### src/rtl/core/bta_pkg.sv
// ----------------------------------------------------------------------------
// Boundary-tag allocator package
// Shared constants, request and response codes and the transaction payload
// types of the first-fit boundary-tag allocator.
// ----------------------------------------------------------------------------
package bta_pkg;

   // Default heap size in bytes; the heap is organized as 8-byte words.
   localparam int BTA_HEAP_BYTES = 1024;

   // Request kinds.
   localparam logic REQ_ALLOC   = 1'b0;
   localparam logic REQ_RELEASE = 1'b1;

   // Response status codes.
   localparam logic [1:0] STATUS_OK         = 2'd0;
   localparam logic [1:0] STATUS_NO_FIT     = 2'd1;
   localparam logic [1:0] STATUS_MISALIGNED = 2'd2;

   // Size of the header plus footer pair in bytes.
   localparam int TAG_BYTES = 16;

   // Request transaction payload.
   typedef struct packed {
      logic        req_type;
      logic [10:0] length;
      logic [9:0]  address;
   } bta_req_type;

   // Response transaction payload.
   typedef struct packed {
      logic [1:0]  status;
      logic [9:0]  payload_offset;
      logic [10:0] block_bytes;
   } bta_rsp_type;

endpackage

### src/rtl/core/bta_tag_mem.sv
// ----------------------------------------------------------------------------
// Boundary-tag memory
// One tag word per heap word, one read and one write port, registered read
// data. After reset a sweep writes the initial heap image: one free block
// spanning the whole heap. The sweep writes one heap word per cycle.
// ----------------------------------------------------------------------------
module bta_tag_mem
   import bta_pkg::*;
#(
   parameter int HEAP_BYTES = BTA_HEAP_BYTES
) (
   input  logic                               clock,
   input  logic                               reset,
   input  logic [$clog2(HEAP_BYTES/8)-1:0]    rd_addr,
   output logic [$clog2(HEAP_BYTES):0]        rd_data,
   input  logic                               wr_en,
   input  logic [$clog2(HEAP_BYTES/8)-1:0]    wr_addr,
   input  logic [$clog2(HEAP_BYTES):0]        wr_data,
   output logic                               ready
);

   localparam int WORDS = HEAP_BYTES / 8;
   localparam int AW    = $clog2(WORDS);
   localparam int TW    = $clog2(HEAP_BYTES) + 1;

   logic [TW-1:0] mem [WORDS];
   logic [TW-1:0] rd_data_ff;

   logic          clear_busy_ff;
   logic          clear_busy_in;
   logic [AW-1:0] clear_ptr_ff;
   logic [AW-1:0] clear_ptr_in;

   logic          mem_we;
   logic [AW-1:0] mem_waddr;
   logic [TW-1:0] mem_wdata;

   // Clearing sweep: header at the first word, footer at the last word.
   always_comb begin
      clear_busy_in = clear_busy_ff;
      clear_ptr_in  = clear_ptr_ff;
      if (clear_busy_ff) begin
         clear_ptr_in = clear_ptr_ff + AW'(1);
         if (clear_ptr_ff == AW'(WORDS - 1)) begin
            clear_busy_in = 1'b0;
         end
      end
   end

   always_ff @(posedge clock) begin
      if (reset) begin
         clear_busy_ff <= 1'b1;
         clear_ptr_ff  <= '0;
      end else begin
         clear_busy_ff <= clear_busy_in;
         clear_ptr_ff  <= clear_ptr_in;
      end
   end

   // The sweep owns the write port until it is done.
   always_comb begin
      if (clear_busy_ff) begin
         mem_we    = 1'b1;
         mem_waddr = clear_ptr_ff;
         if (clear_ptr_ff == '0 || clear_ptr_ff == AW'(WORDS - 1)) begin
            mem_wdata = TW'(HEAP_BYTES);
         end else begin
            mem_wdata = '0;
         end
      end else begin
         mem_we    = wr_en;
         mem_waddr = wr_addr;
         mem_wdata = wr_data;
      end
   end

   // Storage array with a registered read.
   always_ff @(posedge clock) begin
      if (mem_we) begin
         mem[mem_waddr] <= mem_wdata;
      end
      rd_data_ff <= mem[rd_addr];
   end

   assign rd_data = rd_data_ff;
   assign ready   = !clear_busy_ff;

endmodule

### src/rtl/core/boundary_tag_first_fit_allocator_core.sv
// ----------------------------------------------------------------------------
// Boundary-tag first-fit allocator
// Manages a heap as an implicit list of blocks with header and footer tags,
// serving allocate and release transactions one at a time.
// ----------------------------------------------------------------------------
// The block handles one transaction at a time. An allocate walks the block
// headers from the start of the heap, one header per cycle through the tag
// memory's read port. When a free block fits, it writes the granted block's
// header and footer and, when the block is split, then the header and footer
// of the remainder; when nothing fits, no tag is written and the result is a
// no-fit. Every block holds at least 16 bytes. A release walks the same way
// to find its block, then reads both neighbor tags and writes the merged
// tags. A misaligned release skips the walk. The next request is taken once
// the current result sits in the output register, even if it has not yet
// been taken. After reset the tag memory is initialized by a sweep over
// every heap word, during which req_stall stays high.
// ----------------------------------------------------------------------------
module boundary_tag_first_fit_allocator_core
   import bta_pkg::*;
#(
   parameter int HEAP_BYTES = BTA_HEAP_BYTES
) (
   input  logic        clock,
   input  logic        reset,
   input  logic        req_valid,
   output logic        req_stall,
   input  bta_req_type req_data,
   output logic        rsp_valid,
   input  logic        rsp_stall,
   output bta_rsp_type rsp_data
);

   localparam int WORDS  = HEAP_BYTES / 8;
   localparam int AW     = $clog2(WORDS);
   localparam int NW     = AW + 1;
   localparam int TW     = $clog2(HEAP_BYTES) + 1;
   localparam int HB_LOG = $clog2(HEAP_BYTES);
   localparam int CW     = (HB_LOG + 4 > 13) ? HB_LOG + 4 : 13;

   typedef enum logic [3:0] {
      ST_IDLE,
      ST_WALK,
      ST_ALLOC_W0,
      ST_ALLOC_W1,
      ST_ALLOC_W2,
      ST_ALLOC_W3,
      ST_REL_PREV,
      ST_REL_NEXT,
      ST_REL_W0,
      ST_REL_W1,
      ST_DONE
   } state_type;

   state_type     state_ff, state_in;
   logic          kind_ff, kind_in;
   logic [9:0]    addr_ff, addr_in;
   logic [CW-1:0] need_ff, need_in;
   logic [CW-1:0] pos_ff, pos_in;
   logic [NW-1:0] n_ff, n_in;
   logic [CW-1:0] blk_ff, blk_in;
   logic [CW-1:0] rest_ff, rest_in;
   logic          split_ff, split_in;
   logic [CW-1:0] size_ff, size_in;
   logic [CW-1:0] start_ff, start_in;
   logic [CW-1:0] total_ff, total_in;
   bta_rsp_type   res_ff, res_in;
   bta_rsp_type   rsp_ff, rsp_in;
   logic          rsp_valid_ff, rsp_valid_in;

   logic          mem_ready;
   logic [AW-1:0] rd_addr;
   logic [TW-1:0] rd_data;
   logic          wr_en;
   logic [AW-1:0] wr_addr;
   logic [TW-1:0] wr_data;

   logic          req_accept;
   logic          slot_free;
   logic [CW-1:0] tag_size;
   logic          tag_free;
   logic          in_loop;
   logic [CW-1:0] len_round;
   logic [CW-1:0] wr_pos;
   logic [CW-1:0] wr_val;
   logic          wr_req;
   logic [CW-1:0] next_pos;

   // Tag memory with its initialization sweep.
   bta_tag_mem #(
      .HEAP_BYTES (HEAP_BYTES)
   ) u_tag_mem (
      .clock   (clock),
      .reset   (reset),
      .rd_addr (rd_addr),
      .rd_data (rd_data),
      .wr_en   (wr_en),
      .wr_addr (wr_addr),
      .wr_data (wr_data),
      .ready   (mem_ready)
   );

   assign req_stall  = (state_ff != ST_IDLE) || !mem_ready;
   assign req_accept = req_valid && !req_stall;
   assign slot_free  = !rsp_valid_ff || !rsp_stall;

   // Decode of the tag word returned by the memory.
   assign tag_size = CW'({rd_data[TW-1:3], 3'b000});
   assign tag_free = (rd_data[2:0] == 3'b000);
   assign in_loop  = (n_ff < NW'(WORDS)) && (pos_ff < CW'(HEAP_BYTES));
   assign next_pos = pos_ff + tag_size;

   // Payload rounded up to whole words.
   assign len_round = (CW'(req_data.length) + CW'(7)) & ~CW'(7);

   // Write port: a tag write lands only when its word lies inside the heap.
   assign wr_en   = wr_req && (wr_pos < CW'(HEAP_BYTES));
   assign wr_addr = wr_pos[AW+2:3];
   assign wr_data = TW'(wr_val);

   // Next-state and datapath logic of the sequencer.
   always_comb begin
      state_in     = state_ff;
      kind_in      = kind_ff;
      addr_in      = addr_ff;
      need_in      = need_ff;
      pos_in       = pos_ff;
      n_in         = n_ff;
      blk_in       = blk_ff;
      rest_in      = rest_ff;
      split_in     = split_ff;
      size_in      = size_ff;
      start_in     = start_ff;
      total_in     = total_ff;
      res_in       = res_ff;
      rsp_in       = rsp_ff;
      rsp_valid_in = rsp_valid_ff;
      rd_addr      = pos_ff[AW+2:3];
      wr_req       = 1'b0;
      wr_pos       = pos_ff;
      wr_val       = '0;

      if (rsp_valid_ff && !rsp_stall) begin
         rsp_valid_in = 1'b0;
      end

      unique case (state_ff)
         ST_IDLE: begin
            rd_addr = '0;
            if (req_accept) begin
               kind_in = req_data.req_type;
               addr_in = req_data.address;
               need_in = len_round + CW'(TAG_BYTES);
               pos_in  = '0;
               n_in    = '0;
               if (req_data.req_type == REQ_RELEASE && req_data.address[2:0] != 3'b000) begin
                  res_in   = '{status: STATUS_MISALIGNED, payload_offset: '0, block_bytes: '0};
                  state_in = ST_DONE;
               end else begin
                  state_in = ST_WALK;
               end
            end
         end

         // One block header per cycle.
         ST_WALK: begin
            if (!in_loop) begin
               res_in   = '{status: STATUS_NO_FIT, payload_offset: '0, block_bytes: '0};
               state_in = ST_DONE;
            end else if (kind_ff == REQ_ALLOC) begin
               if (tag_size < CW'(8)) begin
                  res_in   = '{status: STATUS_NO_FIT, payload_offset: '0, block_bytes: '0};
                  state_in = ST_DONE;
               end else if (tag_free && tag_size >= need_ff) begin
                  if (tag_size - need_ff >= CW'(TAG_BYTES)) begin
                     blk_in   = need_ff;
                     rest_in  = tag_size - need_ff;
                     split_in = 1'b1;
                  end else begin
                     blk_in   = tag_size;
                     rest_in  = '0;
                     split_in = 1'b0;
                  end
                  state_in = ST_ALLOC_W0;
               end else begin
                  pos_in  = next_pos;
                  n_in    = n_ff + NW'(1);
                  rd_addr = next_pos[AW+2:3];
               end
            end else begin
               if (pos_ff + CW'(8) == CW'(addr_ff)) begin
                  // Found the block; fetch the footer of the left neighbor.
                  size_in  = tag_size;
                  rd_addr  = AW'((pos_ff - CW'(8)) >> 3);
                  state_in = ST_REL_PREV;
               end else if (tag_size < CW'(8)) begin
                  res_in   = '{status: STATUS_NO_FIT, payload_offset: '0, block_bytes: '0};
                  state_in = ST_DONE;
               end else begin
                  pos_in  = next_pos;
                  n_in    = n_ff + NW'(1);
                  rd_addr = next_pos[AW+2:3];
               end
            end
         end

         // Granted block header and footer, then the split-off remainder.
         ST_ALLOC_W0: begin
            wr_req   = 1'b1;
            wr_pos   = pos_ff;
            wr_val   = blk_ff | CW'(1);
            state_in = ST_ALLOC_W1;
         end

         ST_ALLOC_W1: begin
            wr_req = (blk_ff >= CW'(8));
            wr_pos = pos_ff + blk_ff - CW'(8);
            wr_val = blk_ff | CW'(1);
            res_in = '{status: STATUS_OK,
                       payload_offset: 10'(pos_ff + CW'(8)),
                       block_bytes: 11'(blk_ff)};
            if (split_ff) begin
               state_in = ST_ALLOC_W2;
            end else begin
               state_in = ST_DONE;
            end
         end

         ST_ALLOC_W2: begin
            wr_req   = 1'b1;
            wr_pos   = pos_ff + blk_ff;
            wr_val   = rest_ff;
            state_in = ST_ALLOC_W3;
         end

         ST_ALLOC_W3: begin
            wr_req   = (rest_ff >= CW'(8));
            wr_pos   = pos_ff + blk_ff + rest_ff - CW'(8);
            wr_val   = rest_ff;
            state_in = ST_DONE;
         end

         // Merge with a free left neighbor; fetch the right neighbor header.
         ST_REL_PREV: begin
            start_in = pos_ff;
            total_in = size_ff;
            if (pos_ff != '0 && tag_free && tag_size <= pos_ff) begin
               start_in = pos_ff - tag_size;
               total_in = size_ff + tag_size;
            end
            rd_addr  = AW'((pos_ff + size_ff) >> 3);
            state_in = ST_REL_NEXT;
         end

         // Merge with a free right neighbor.
         ST_REL_NEXT: begin
            if (pos_ff + size_ff < CW'(HEAP_BYTES) && tag_free) begin
               total_in = total_ff + tag_size;
            end
            state_in = ST_REL_W0;
         end

         ST_REL_W0: begin
            wr_req   = 1'b1;
            wr_pos   = start_ff;
            wr_val   = total_ff;
            state_in = ST_REL_W1;
         end

         ST_REL_W1: begin
            wr_req   = (total_ff >= CW'(8));
            wr_pos   = start_ff + total_ff - CW'(8);
            wr_val   = total_ff;
            res_in   = '{status: STATUS_OK, payload_offset: '0,
                         block_bytes: 11'(total_ff)};
            state_in = ST_DONE;
         end

         // Hand the result to the output register once it is free.
         ST_DONE: begin
            if (slot_free) begin
               rsp_in       = res_ff;
               rsp_valid_in = 1'b1;
               state_in     = ST_IDLE;
            end
         end

         default: begin
            state_in = ST_IDLE;
         end
      endcase
   end

   // Sequencer state and registered outputs.
   always_ff @(posedge clock) begin
      if (reset) begin
         state_ff     <= ST_IDLE;
         rsp_valid_ff <= 1'b0;
      end else begin
         state_ff     <= state_in;
         rsp_valid_ff <= rsp_valid_in;
      end
      kind_ff  <= kind_in;
      addr_ff  <= addr_in;
      need_ff  <= need_in;
      pos_ff   <= pos_in;
      n_ff     <= n_in;
      blk_ff   <= blk_in;
      rest_ff  <= rest_in;
      split_ff <= split_in;
      size_ff  <= size_in;
      start_ff <= start_in;
      total_ff <= total_in;
      res_ff   <= res_in;
      rsp_ff   <= rsp_in;
   end

   assign rsp_valid = rsp_valid_ff;
   assign rsp_data  = rsp_ff;

endmodule

### config.mk
export PLATFORM = sky130hd
export DESIGN_NAME = boundary_tag_first_fit_allocator_core
export DESIGN_NICKNAME = d
export VERILOG_FILES = /design/src/rtl/core/bta_pkg.sv /design/src/rtl/core/bta_tag_mem.sv /design/src/rtl/core/boundary_tag_first_fit_allocator_core.sv
export SDC_FILE = /design/constraint.sdc
export NUM_CORES = 2
export LEC_CHECK = 0
export ABC_AREA = 1
export BUFFER_PORTS_ARGS = -buffer_cell sky130_fd_sc_hd__buf_4
export CAP_MARGIN = 20
export CELL_PAD_IN_SITES_DETAIL_PLACEMENT = 1
export CELL_PAD_IN_SITES_GLOBAL_PLACEMENT = 2
export CORE_MARGIN = 4
export CORE_UTILIZATION = 46
export DETAILED_ROUTE_END_ITERATION = 12
export GPL_TIMING_DRIVEN = 1
export HOLD_SLACK_MARGIN = 0.08
export PLACE_DENSITY = 0.93
export SLEW_MARGIN = 20
export SYNTH_ARGS = -nofsm -noshare
export SYNTH_HDL_FRONTEND = slang
export SYNTH_SLANG_ARGS = --single-unit
### constraint.sdc
create_clock -name clock -period 12.9 [get_ports clock]
set_input_delay 1.935 -clock clock [delete_from_list [all_inputs] [get_ports clock]]
set_output_delay 1.935 -clock clock [all_outputs]
set_load 0.02 [all_outputs]
==> out/results.ini <==
[timing]
finalMaxSlewViolations = 0
fin_crit_sh = 0.603
final-hold-violation-count = 0
fin_crit_ns = 7.77
clock.fmax_mhz = 129
setup_viol = 0
max_slew_margin = 0.195
finalWorstSetupSlack_ns = 5.13
worst_pin_slew_ns = 1.20
fin_tns_setup_ns = 0
grt_setup_unrepaired = no
clock_skew_ns = 0.0241
holdWs_ns = 0.418

[placement]
dp.cells = 7669
place_area_mm2 = 0.0639
dp_slack_ns = 5.23
place_congestion = 0.902
io_buffers = 44
dp_hpwl_um = 118000

[grt]
overflow = 0
antenna_found_initial = 4
grt_pass1_vias = 47700
grt_max_degree = 169
grt_pass1_wl_um = 297000
track_usage = 0.276

[synth]
yosysSeqAreaShare = 0.623
async_flop_share = 0
yosysWarnings = 0
syn-instance-count = 6108
syn_avg_cell_area_um2 = 10.2
synth_edf_count = 1278
synth_area_mm2 = 0.0623
ys_ff_latch = 1300
synth_cell_types = 57
yosys_most_used_dff = edfxtp_1

[layout]
fin_cells = 7929
final_common_cell = edfxtp_1
multiInputGateArea_mm2 = 0.0184
final_cell_area_mm2 = 0.0684
drive_gt1_frac = 0.0635
n_fill_cell = 14600
area_delta_synth_final_pct = 9.81
final_util = 0.511
nets = 6185
final_cell_mix = edfxtp_1 (1278), nand3_1 (1182), nand2_1 (1141), inv_1 (926), nand3b_1 (360)
final-seq-area_mm2 = 0.0388

[power]
power.internal_mw = 6.93
power_frac_comb = 0.030
leakage_nw = 27.3
vdd_ir_drop_max_mv = 0.104
sw_frac_of_total = 0.218
p_switching_mw = 1.93
clock_power_share = 0.448
p_per_area_mw_per_mm2 = 129
seq_power_share = 0.522
p_total_mw = 8.86

[outcome]
outcome = complete, no violations

[clock_tree]
worstSkewPairLatency_ns = 0.79
cts_buffers = 144
cts_tree = built
cts_setup_buffers = 0
cts_resized = 0
cts_hold_buffers = 0
clock-sinks = 1300
clock_path_buffers = 3
cts_max_level = 4
clockRootBuffer = clkbuf_16
cts.clk_slew.worst_paths_ns = 0.06

[route]
ant_nets = 0
wl_um = 198000
via_count = 46200
drt_iter0_markers = 4652
drt-vias-per-instance = 5.83
drc_errors = 0
avgRoutedWirePerCell_um = 24.9
dr.pass1.iters = 7

[worst_setup_path]
start_kind = register
slowest_stage = buf_4
cp_common_cell = nand3_1
crit_arrival_ns = 8.40
required_ns = 13.53
crit_path_end_kind = register
crit_fanout = 80
slowest_delay_ns = 0.88
worstSetupPathType = register to register

[floorplanning]
core-area_mm2 = 0.134
start_util = 0.465
ioPinCount = 51
rows = 134
die_h_um = 376
die_x_um = 376
dieArea_mm2 = 0.141

[worst_hold_path]
hp-class = register to register

[flow_run]
cap_violations = 0

## power groups by stage
stage	clock [mW]	sequential, mW	combinational, mW
2_1_floorplan	0	4.72	0.149
3_3_place_gp	0	4.71	0.254
3_5_place_dp	0	4.71	0.264
4_1_cts	4.01	4.63	0.267
5_1_grt	4.20	4.62	0.291
6_report	3.97	4.63	0.267
## worst max-delay path, delay by kind of cell (launching register included)
kind	cells	cell delay, ns
XOR/XNOR	1	0.15
adder cells (fa/ha/maj)	1	0.49
buffers and inverters	5	3.55
flip-flops	1	0.81
AND/OR/NAND/NOR	19	2.45
## synth_stat cells (2+ instances only)
master     number  area share
nor2_2          9     0.00090
clkinv_1        5     0.00030
nand3_1      1182       0.095
buf_2         157       0.013
a31oi_1         9     0.00090
o21bai_1        7     0.00084
nand2_2         7     0.00070
xnor2_1        20      0.0028
buf_1          10     0.00060
nor3_1         26      0.0021
nor3b_1         2     0.00024
nor2_4          2     0.00036
o31ai_1         4     0.00048
nand2_1      1144       0.069
nand3b_1      360       0.043
o21ai_2         4     0.00056
clkbuf_1      104      0.0063
o211ai_1       23      0.0028
inv_2           9     0.00054
xor2_1         40      0.0056
inv_1         933       0.056
buf_4          54      0.0065
a221oi_1        4     0.00056
nor2_1        295       0.018
nor4_1         15      0.0015
ha_1          100       0.020
nor3_2          2     0.00032
o22ai_1        24      0.0024
buf_6           4     0.00072
a21oi_4         2     0.00052
a211oi_1        5     0.00060
nand4_1        14      0.0014
o21ai_1         3     0.00024
a22oi_1         5     0.00060
nand3_2         2     0.00032
a311oi_1        4     0.00056
fa_1            9      0.0029
dfxtp_1        22      0.0071
o2111ai_1       4     0.00056
a21o_1          3     0.00036
a21oi_1        85      0.0068
or2_2           7     0.00070
edfxtp_1     1278        0.62
o21ai_0        97      0.0078
## routing by layer
metal	track usage	part of all wire	routed length (um)	vias up
met1	0.363	0.40	79500	23400
met2	0.459	0.48	95700	1883
met3	0.0438	0.071	14100	456
met5	0	0.000076	15	-
li1	-	-	-	20500
met4	0.115	0.042	8230	2
## cell type report
cell class | count | share of cell area
antenna | 2 | 0.0000731
clock buffer | 173 | 0.0549
clock inverter | 82 | 0.00993
inverter | 948 | 0.0525
multi-input combinational | 3536 | 0.269
sequential | 1300 | 0.567
tap | 1768 | 0.0323
timing repair buffer | 120 | 0.0139
## registers in the layout (all words and copies together), names as in the netlist
name and cells:
addr_ff 10, blk_ff 10, kind_ff 1, n_ff 8
need_ff 10, pos_ff 11, res_ff 17, rest_ff 11
rsp_data 17, rsp_valid 1, size_ff 8, split_ff 1
start_ff 11, state_ff 4, total_ff 11, u_tag_mem.clear_busy_ff 1
u_tag_mem.clear_ptr_ff 7, u_tag_mem.mem 1152, u_tag_mem.rd_data 9
## kinds of logic (layout without fill, tap and decap cells)
| family | Yosys count | in the layout | share of synthesized area |
|---|---|---|---|
| other | 1 | 9 | 0.0000602 |
| DFF | 1300 | 1300 | 0.623 |
| AOI/OAI and AO/OA | 289 | 289 | 0.0277 |
| xor gates and xnor gates | 60 | 60 | 0.00843 |
| buffers and inverters | 1278 | 1323 | 0.0839 |
| and+or+nand+nor | 3071 | 3071 | 0.234 |
| adders and majority gates | 109 | 109 | 0.0230 |
## final timing paths
kind	slack [ns]	start	cells after the start	endpoint
hold reg to reg	0.42	res_ff[4]	0	rsp_data[4]
setup / recovery	5.13	pos_ff[4]	26	u_tag_mem.rd_data[6]
setup reg to reg	5.13	pos_ff[4]	26	u_tag_mem.rd_data[6]
hold / removal	0.42	res_ff[4]	0	rsp_data[4]
Power figures use the tool's default switching activity.
